$ cat src/sv/assert_macros.svh
// assert_macros.svh - assertion helpers for the RTL
`ifndef ASSERT_MACROS_SVH
`define ASSERT_MACROS_SVH
`ifndef SYNTH
`define ASSERT_IMPLIES(label, a, c) \
	label: assert property (@(posedge clk) disable iff (!arst_n) (a) |-> (c)) \
		else $error("assertion failed");
`define ASSERT_NEXT(label, a, c) \
	label: assert property (@(posedge clk) disable iff (!arst_n) (a) |=> (c)) \
		else $error("assertion failed");
`else
`define ASSERT_IMPLIES(label, a, c)
`define ASSERT_NEXT(label, a, c)
`endif
`endif

$ cat src/sv/totp_ram.sv
`timescale 1ns / 1ps
// ----------------------------------------------------------------------------
// totp_ram
// Generic single-port-write, single-read RAM with registered read.
// ----------------------------------------------------------------------------
module totp_ram #(
	parameter int WIDTH = 8,
	parameter int DEPTH = 64
) (
	input  logic                     clk,
	input  logic                     we,
	input  logic [$clog2(DEPTH)-1:0] waddr,
	input  logic [WIDTH-1:0]         wdata,
	input  logic [$clog2(DEPTH)-1:0] raddr,
	output logic [WIDTH-1:0]         rdata
);
	logic [WIDTH-1:0] mem_q [DEPTH];

	always_ff @(posedge clk) begin
		if (we) mem_q[waddr] <= wdata;
		rdata <= mem_q[raddr];
	end
endmodule

$ cat config.mk
export PLATFORM = sky130hd
export DESIGN_NAME = totp_ram
export DESIGN_NICKNAME = d
export VERILOG_FILES = /design/src/sv/assert_macros.svh /design/src/sv/totp_ram.sv
export SDC_FILE = /design/constraint.sdc
export NUM_CORES = 1
export LEC_CHECK = 0
export ABC_AREA = 1
export BUFFER_PORTS_ARGS = -buffer_cell sky130_fd_sc_hd__buf_2
export CORE_ASPECT_RATIO = 0.9
export CORE_UTILIZATION = 39
export CTS_BUF_LIST = sky130_fd_sc_hd__clkbuf_16
export DETAILED_ROUTE_END_ITERATION = 16
export PLACE_DENSITY = 0.53
export SETUP_SLACK_MARGIN = 0.2
export SYNTH_ARGS = -nofsm -noshare
export SYNTH_HDL_FRONTEND = slang
export SYNTH_SLANG_ARGS = --single-unit
$ cat constraint.sdc
create_clock -name clk -period 2.7 [get_ports clk]
set_input_delay 0.405 -clock clk [delete_from_list [all_inputs] [get_ports clk]]
set_output_delay 0.405 -clock clk [all_outputs]
set_load 0.03 [all_outputs]
==> results by group <==
Setup path
  – Worst Path Arrival: 1.43 ns
  – CP Cell Sequence: buf_2
  – Crit-path max FO: 1
  – Startpoint Class: flip-flop
  – Setup CP Type: flip-flop to output pin
  – CP max stage cell: dfxtp_1
  – WP data required: 2.30 ns
  – Critical path's top delay family: flip-flops
  – Worst setup EP type: output pin
  – Max incr delay on CP: 0.54 ns
  – Buffer and inverter count on the worst path: 1

Clock network
  – CTS tree: done
  – CTS Hold Bufs: 0
  – CTS Buf Count: 54
  – Cts repair resizes: 0
  – Max Root-Sink Buffers: 3
  – Clk_lat worst skew: 0.61 ns
  – Clk root buf: clkbuf_16
  – H-tree depth: 2
  – CTS sink count: 520
  – Worst-path clk slew: 0.06 ns
  – Setup Fix Bufs, Post-CTS: 0

Timing
  – Worst Max-Slew Pin Slew: 0.690 ns
  – Final setup vio count: 0
  – Period minus WS final: 1.83 ns
  – Slew Limit Fails: 0
  – Smallest hold slack: 0.0507 ns
  – Rel. slew slack: 54.0%
  – Final Hold Viols: 0
  – Setup TNS: 0 ns
  – RSZ-0062 raised after global routing: no
  – Clock Skew: 0.0175 ns
  – Ratio of final minimum period to clock period: 67.8%
  – Max Clock Freq: 546 MHz

Synthesis
  – Synth top area cells: edfxtp_1, nand2_1, nand3_1, buf_6, nor2_1
  – Post-Syn Area: 21300 µm²
  – Top cell type's share of synthesized area: 72.0%
  – FF+latch count, synth: 520
  – Yosys warns: 0
  – Syn Nets: 1827
  – Mapped Avg Cell Area: 11.8 µm²
  – Yosys cell types: 16
  – Area leader, netlist: edfxtp_1
  – Sequential share of the synthesized area: 72.8%
  – Mapped Cells: 1805

Routing
  – Initial DRC count: 1515
  – Via count: 13900
  – Drt pass-1 iters: 5
  – Post-DRT Antenna Nets: 0
  – DRC Markers: 0
  – Final WL: 58300 µm
  – DR WL/cell: 22.2 µm
  – Detailed-route vias per instance: 5.30

Global routing
  – Initial antenna violation count: 2
  – Largest net degree at the start of global routing: 112
  – Vias in the first global route: 13900
  – Global-route wire length before repair: 89100 µm
  – Overflow after GRT: 0
  – GRT Overall Usage: 21.4%

Place
  – HPWL Detailed: 33700 µm
  – Cell Area, Placed: 22600 µm²
  – Placer congestion estimate: 0.815
  – I/O Buffers: 29

Die
  – Core box area: 53600 µm²
  – Die width: 249 µm
  – Initial Utilization: 39.8%
  – IO Pins: 30
  – Row cnt: 80
  – Die height: 224 µm
  – Die footprint: 55700 µm²

Final layout
  – Layout area overhead: 14.6%
  – Share of layout cells above drive strength 1: 11.3%
  – Design Area, Final: 24400 µm²
  – Nets@finish: 1906

Hold path
  – Min-delay worst type: input port to flip-flop

Pwr
  – Pwr per Cell Area: 732 nW/µm²
  – Max IR drop VDD: 0.585 mV
  – Lkg Pwr: 8.94 nW

Run
  – Max_cap viols: 0

Outcome
  – Status: finished, final reports clean
==> placed cells by master, fill, tap and decap left out <==
cell / instances
bufinv_16: 9
clkinv_1: 15
buf_2: 27
inv_8: 1
clkinvlp_4: 2
clkinv_2: 11
clkbuf_16: 57
nor4_1: 8
diode_2: 1
nor2_1: 56
inv_2: 1
inv_4: 1
inv_1: 17
nand4_1: 9
dfxtp_1: 8
clkbuf_8: 1
buf_4: 90
nand2_1: 648
buf_12: 18
edfxtp_1: 512
nand3_1: 439
==> Yosys cell counts <==
library cell and count:
buf_1 10, buf_2 37, buf_4 14, buf_6 35
buf_8 2, clkbuf_1 15, dfxtp_1 8, edfxtp_1 512
inv_1 10, inv_2 1, inv_6 1, nand2_1 648
nand3_1 439, nand4_1 9, nor2_1 56, nor4_1 8
==> where the power goes <==
group / total, mW / switching, mW / internal (mW)
combinational: 1.13 / 0.844 / 0.290
clock: 7.77 / 3.12 / 4.65
sequential: 8.98 / 0.0447 / 8.93
==> stage by stage <==
| stage | utilization (%) | std cells | power [mW] | setup slack [ns] |
|---|---|---|---|---|
| floorplan | - | 1805 | 9.78 | 0.529 |
| global placement | 42.2 | 2525 | 10.3 | 0.318 |
| detailed placement | 42.2 | 2525 | 10.3 | 0.357 |
| CTS | 45.6 | 2627 | 18.0 | 0.869 |
| global route | 45.7 | 2628 | 18.4 | 0.821 |
| finish | 45.7 | 2628 | 17.9 | 0.870 |
==> state kept, by name, summed over array words and instances, names as in the netlist <==
register  cells
mem_q       512
rdata         8
==> per-layer routing <==
layer / part of all wire, % / track usage, % / vias up
met1: 46 / 31.3 / 6855
met3: 7.4 / 3.70 / 68
met4: 1.7 / 5.43 / 2
met5: 0.015 / 0 / -
met2: 45 / 33.2 / 487
li1: - / - / 6523
==> final timing paths <==
kind / slack [ns] / to / startpoint / cells past startpoint
setup / recovery: 0.87 / rdata[2] / rdata[2] / 1
hold / removal: 0.05 / mem_q[21][7] / wdata[7] / 1
setup reg to reg: 1.27 / rdata[0] / mem_q[37][0] / 8
hold reg to reg: 0.80 / rdata[3] / mem_q[44][3] / 8
==> cell type report <==
cell class	count	area, µm²
sequential	520	15500
inverter	12	55.1
fill	4848	29100
clock buffer	57	1430
timing repair buffer	136	1180
multi-input combinational	1160	4950
tap	697	872
antenna	1	2.50
clock inverter	45	427
==> cell families (layout without fill, tap and decap cells) <==
kind of cell	Yosys count	after routing	share of synthesized area, %
other	0	1	0
and+or+nand+nor	1160	1160	23.2
DFF	520	520	72.8
buffers and inverters	125	250	4.02
Power figures use the tool's default switching activity.
