**config.mk**
```make
export PLATFORM = sky130hd
export DESIGN_NAME = totp_sha1
export DESIGN_NICKNAME = d
export VERILOG_FILES = /design/src/sv/assert_macros.svh /design/src/sv/totp_pkg.sv /design/src/sv/totp_sha1.sv
export SDC_FILE = /design/constraint.sdc
export NUM_CORES = 2
export LEC_CHECK = 0
export BUFFER_PORTS_ARGS = -buffer_cell sky130_fd_sc_hd__buf_2
export CAP_MARGIN = 20
export CELL_PAD_IN_SITES_DETAIL_PLACEMENT = 1
export CELL_PAD_IN_SITES_GLOBAL_PLACEMENT = 1
export CORE_AREA = 2 2 375 451
export DETAILED_ROUTE_END_ITERATION = 7
export DIE_AREA = 0 0 377 453
export HOLD_SLACK_MARGIN = 0.1
export PLACE_DENSITY = 0.64
export SLEW_MARGIN = 20
export SYNTH_ARGS = -nofsm -noshare
export SYNTH_HDL_FRONTEND = slang
export SYNTH_SLANG_ARGS = --single-unit
```
**constraint.sdc**
```tcl
create_clock -name clk -period 21.7 [get_ports clk]
set_clock_uncertainty 0.05 [all_clocks]
set_input_delay 2.17 -clock clk [delete_from_list [all_inputs] [get_ports clk]]
set_output_delay 2.17 -clock clk [all_outputs]
set_load 0.02 [all_outputs]
```
**src/sv/assert_macros.svh**
```systemverilog
// assert_macros.svh - assertion helpers for the RTL
`ifndef ASSERT_MACROS_SVH
`define ASSERT_MACROS_SVH
`ifndef SYNTH
`define ASSERT_IMPLIES(label, a, c) \
	label: assert property (@(posedge clk) disable iff (!arst_n) (a) |-> (c)) \
		else $error("assertion failed");
`define ASSERT_NEXT(label, a, c) \
	label: assert property (@(posedge clk) disable iff (!arst_n) (a) |=> (c)) \
		else $error("assertion failed");
`else
`define ASSERT_IMPLIES(label, a, c)
`define ASSERT_NEXT(label, a, c)
`endif
`endif

```
**src/sv/totp_pkg.sv**
```systemverilog
`timescale 1ns / 1ps
// ----------------------------------------------------------------------------
// totp_pkg
// Shared types and constants of the one-time password generator.
// ----------------------------------------------------------------------------
package totp_pkg;
	localparam logic [1:0] CMD_LOAD = 2'd0;
	localparam logic [1:0] CMD_TIME = 2'd1;
	localparam logic [1:0] CMD_CNT  = 2'd2;

	localparam logic [1:0] REG_KEY_LEN = 2'd0;
	localparam logic [1:0] REG_STEP    = 2'd1;
	localparam logic [1:0] REG_ORIGIN  = 2'd2;

	localparam logic [31:0] OTP_MOD = 32'd1000000;

	// 10^6 = 64 * 15625; floor(x / 15625) for x below 2^25 is
	// (x * OTP_RECIP) >> OTP_SHIFT
	localparam logic [25:0] OTP_RECIP = 26'd35184373;
	localparam int          OTP_SHIFT = 39;

	typedef enum logic [3:0] {
		ST_IDLE, ST_DIV, ST_KEYRD, ST_KEYWT, ST_SHA, ST_SHAWT,
		ST_TRUNC, ST_MOD, ST_OUT
	} state_t;

	// control from the sequencer to the compression unit
	typedef struct packed {
		logic start;   // begin a block, chaining values loaded from h_in
		logic init;    // chaining values from the SHA-1 initial vector
	} sha_ctl_t;

	function automatic logic [31:0] sha_k(input logic [6:0] r);
		if (r < 7'd20) return 32'h5A827999;
		else if (r < 7'd40) return 32'h6ED9EBA1;
		else if (r < 7'd60) return 32'h8F1BBCDC;
		else return 32'hCA62C1D6;
	endfunction
endpackage

```
**src/sv/totp_sha1.sv**
```systemverilog
`timescale 1ns / 1ps
// ----------------------------------------------------------------------------
// totp_sha1
// SHA-1 compression, one round per cycle, 16-word rolling schedule.
// ----------------------------------------------------------------------------
module totp_sha1 (
	input  logic               clk,
	input  logic               arst_n,
	input  totp_pkg::sha_ctl_t ctl,
	input  logic [159:0]       h_in,
	input  logic [511:0]       blk,
	output logic [159:0]       h_out,
	output logic               done
);
	import totp_pkg::*;

	logic [31:0] a_q, b_q, c_q, d_q, e_q;
	logic [159:0] h_q;
	logic [511:0] w_q;
	logic [6:0] rnd_q;
	logic busy_q;
	logic [31:0] f, t, wn, w0;

	// w_q[511:480] is the current schedule word
	assign w0 = w_q[511:480];
	assign wn = {w_q[511-13*32 -: 32] ^ w_q[511-8*32 -: 32] ^ w_q[511-2*32 -: 32] ^ w0};

	always_comb begin
		if (rnd_q < 7'd20) f = (b_q & c_q) | (~b_q & d_q);
		else if (rnd_q < 7'd40 || rnd_q >= 7'd60) f = b_q ^ c_q ^ d_q;
		else f = (b_q & c_q) | (b_q & d_q) | (c_q & d_q);
		t = {a_q[26:0], a_q[31:27]} + f + e_q + sha_k(rnd_q) + w0;
	end

	assign h_out = h_q;

	always_ff @(posedge clk or negedge arst_n) begin
		if (!arst_n) begin
			busy_q <= 1'b0;
			done   <= 1'b0;
			rnd_q  <= '0;
		end else begin
			done <= 1'b0;
			if (ctl.start) begin
				busy_q <= 1'b1;
				rnd_q  <= '0;
			end else if (busy_q) begin
				if (rnd_q == 7'd79) begin
					busy_q <= 1'b0;
					done   <= 1'b1;
				end
				rnd_q <= rnd_q + 7'd1;
			end
		end
	end

	// datapath
	always_ff @(posedge clk) begin
		if (ctl.start) begin
			logic [159:0] hv;
			hv = ctl.init ? 160'h67452301EFCDAB8998BADCFE10325476C3D2E1F0 : h_in;
			h_q <= hv;
			{a_q, b_q, c_q, d_q, e_q} <= hv;
			w_q <= blk;
		end else if (busy_q) begin
			e_q <= d_q;
			d_q <= c_q;
			c_q <= {b_q[1:0], b_q[31:2]};
			b_q <= a_q;
			a_q <= t;
			w_q <= {w_q[479:0], wn[30:0], wn[31]};
			if (rnd_q == 7'd79)
				h_q <= {h_q[159:128] + t, h_q[127:96] + a_q,
					h_q[95:64] + {b_q[1:0], b_q[31:2]}, h_q[63:32] + c_q,
					h_q[31:0] + d_q};
		end
	end
endmodule

```
==> results.py <==
metrics = {
    "sta": {
        "fin_crit_sh": 0.392,
        "tns_ns": 0,
        "rsz0062_at_grt": "false",
        "finalCriticalPeriod_ns": 8.50,
        "tightest_slew_ns": 1.11,
        "layout_setup_ws_ns": 13.20,
        "slew_violations": 0,
        "fmax_ghz": 0.118,
        "hold_viol": 0,
        "relSlewSlack": 0.252,
        "finalSetupViolations": 0,
    },
    "cts": {
        "cts_tree": "yes",
        "root_buffer": "clkbuf_16",
        "clk_pin_slew_ns": 0.06,
        "ctsHoldBuffers": 0,
        "cts_resized": 0,
        "cts_buffer_depth": 3,
        "clock_latency_ns": 0.73,
        "post_cts_buffers": 0,
        "clock-sinks": 841,
        "cts-htree-levels": 3,
        "cts-buffers-inserted": 97,
    },
    "grt": {
        "grt_usage": 0.210,
        "antenna_found_initial": 94,
        "grt.overflow.total": 0,
        "grt_pass1_vias": 37100,
        "grt_max_degree": 165,
        "grt_pass1_wl_um": 260000,
    },
    "yosys": {
        "synth-edff-count": 832,
        "ys_seq_area_frac": 0.526,
        "ys_top_cells_by_count": "edfxtp_1, mux2_2, o21ai_0",
        "synthArstFlopShare": 0.0107,
        "synth.distinct_cells": 79,
        "synthMostInstantiatedCell": "edfxtp_1",
        "syn_area_per_cell_um2": 12.4,
        "synth.area.top_cells": "edfxtp_1, mux2_2, fa_1, ha_1, o21ai_0",
        "synth_warnings": 0,
        "yosysTopAreaCellShare": 0.521,
        "synth_area_mm2": 0.0480,
        "synth_largest_area_cell": "edfxtp_1",
        "syn-num-nets": 4868,
        "synthCells": 3869,
        "ys_ff_latch": 841,
        "synth_ff_type": "edfxtp_1",
    },
    "placement": {
        "dp_slack_ns": 13.24,
        "port_buffers": 836,
        "gp_congestion": 0.902,
        "place_inst": 6753,
        "dp_hpwl_um": 146000,
    },
    "worst_setup_path": {
        "worst_ep_arrival_time_ns": 8.88,
        "timing.rr.start": "rnd_q[3]",
        "criticalPathCategory": "flip-flop to flip-flop",
        "end_kind": "flip-flop",
        "critPathMostFrequentCell": "a21oi_1",
        "critical_path_required_ns": 22.08,
        "max_stage_delay_ns": 0.55,
        "slowest_stage": "o311ai_1",
        "crit_path_max_fanout": 19,
        "r2r_cells": 30,
        "critPathLaunchType": "flip-flop",
        "r2r_slack_ns": 13.20,
        "r2r-end": "h_out[159]",
    },
    "hold_path": {
        "hold_class": "flip-flop to flip-flop",
        "hold_start": "w_q[172]",
        "hold_depth": 1,
        "min_to": "w_q[204]",
    },
    "outcome": {
        "status": "finished clean",
    },
    "floorplanning": {
        "die-width_um": 377,
        "num_rows": 164,
        "dieArea_mm2": 0.171,
        "core_area_mm2": 0.166,
        "die_h_um": 453,
        "pin_count": 837,
        "initial_core_util": 0.289,
    },
    "layout": {
        "syn_to_final_growth_pct": 20.8,
        "final_layout_size_suffix_gt1_frac": 0.317,
        "utilization": 0.349,
        "num-nets-final": 5694,
        "fin_cells": 6964,
    },
    "power_and_ir_drop": {
        "power.density_mw_per_mm2": 191,
        "p_leak_uw": 0.0237,
        "ir_drop_mv": 0.181,
    },
    "drt": {
        "routed_wl_um": 183000,
        "ant_nets": 0,
        "vias": 34800,
        "vias_per_cell": 5.00,
        "remaining_drc_errors": 0,
        "drt_pass1_iterations": 5,
        "routedWlPerCell_um": 26.3,
        "first_iter_violations": 2561,
    },
    "job": {
        "cap_violations": 0,
    },
}
[worst max path at each step]
stage	start	to	slack [ns]	cells past startpoint
after global routing	rnd_q[3]	h_out[159]	12.72	31
after floorplan	busy_q	h_out[0]	8.89	3
after CTS	rnd_q[3]	h_out[159]	13.20	30
final	rnd_q[3]	h_out[159]	13.20	30
after global placement	rnd_q[3]	h_out[159]	13.46	30
after detailed placement	rnd_q[3]	h_out[159]	13.24	30
[cell families (layout without fill, tap and decap cells)]
kind of cell             count (synthesis)  in the layout  share of synthesized area
adder cells (fa/ha/maj)                323            323                      0.104
other                                    0             31                          0
AND/OR/NAND/NOR                        626            626                     0.0577
multiplexers                           516            516                      0.120
AO/OA/AOI/OAI                          880            880                      0.112
flip-flops                             841            841                      0.526
XOR/XNOR                               257            257                     0.0472
buffers and inverters                  426           1332                     0.0334
[worst max-delay path, delay by kind of cell (launching register included)]
| family | cells | cell delay [ns] |
|---|---|---|
| compound gates | 15 | 3.70 |
| fa+ha+maj | 4 | 1.61 |
| simple gates | 5 | 1.19 |
| xor+xnor | 2 | 0.35 |
| flops | 1 | 0.45 |
| buf+inv | 4 | 0.86 |
[cells in the final DEF, fill, tap and decap left out, drive strengths merged, types with 26 or more instances in the layout]
master / count
a21oi: 181
a21o: 75
clkbuf: 122
ha: 198
buf: 870
nor3: 26
fa: 125
nand2: 231
diode: 31
o21ai: 376
edfxtp: 832
nor2: 211
xor2: 58
nand3: 33
mux2: 481
inv: 284
mux2i: 35
clkinv: 46
nand2b: 27
xnor2: 198
nor2b: 26
[per-stage QoR]
step / power (µW) / hold WS, ns / instance area, µm²
2_1_floorplan: 7470 / 0.463 / 48000
3_3_place_gp: 9120 / 0.476 / 54600
3_5_place_dp: 9320 / 0.485 / 54600
4_1_cts: 11100 / 0.484 / 57800
5_1_grt: 11900 / 0.488 / 57900
6_report: 11000 / 0.488 / 57900
[per-layer routing]
metal	vias to the layer above	track usage	wire length [µm]
li1	15900	-	-
met1	17500	0.245	72200
met2	1057	0.374	92800
met3	338	0.0462	10900
met4	80	0.0776	7030
met5	-	0	469
[layout make-up]
type / instances / area (µm²)
fillers: 18300 / 108000
flip-flops and latches: 841 / 25200
multi-input cells: 2602 / 21200
repair buffers: 870 / 4500
well taps: 2158 / 2700
clock buffers: 122 / 2570
inverters: 283 / 1060
clock inverters: 57 / 641
diodes: 31 / 77.6
[power breakdown]
group / internal, µW / switching [µW] / total (µW)
Clock: 954 / 741 / 1700
Combinational: 2860 / 3900 / 6760
Sequential: 2290 / 307 / 2590
Total: 6100 / 4950 / 11000
[registers in the layout, indices dropped and copies added (netlist names)]
| register | cells |
|---|---|
| d_q | 32 |
| rnd_q | 7 |
| w_q | 512 |
| h_out | 160 |
| b_q | 32 |
| c_q | 32 |
| busy_q | 1 |
| a_q | 32 |
| e_q | 32 |
| done | 1 |
Power figures use the tool's default switching activity.
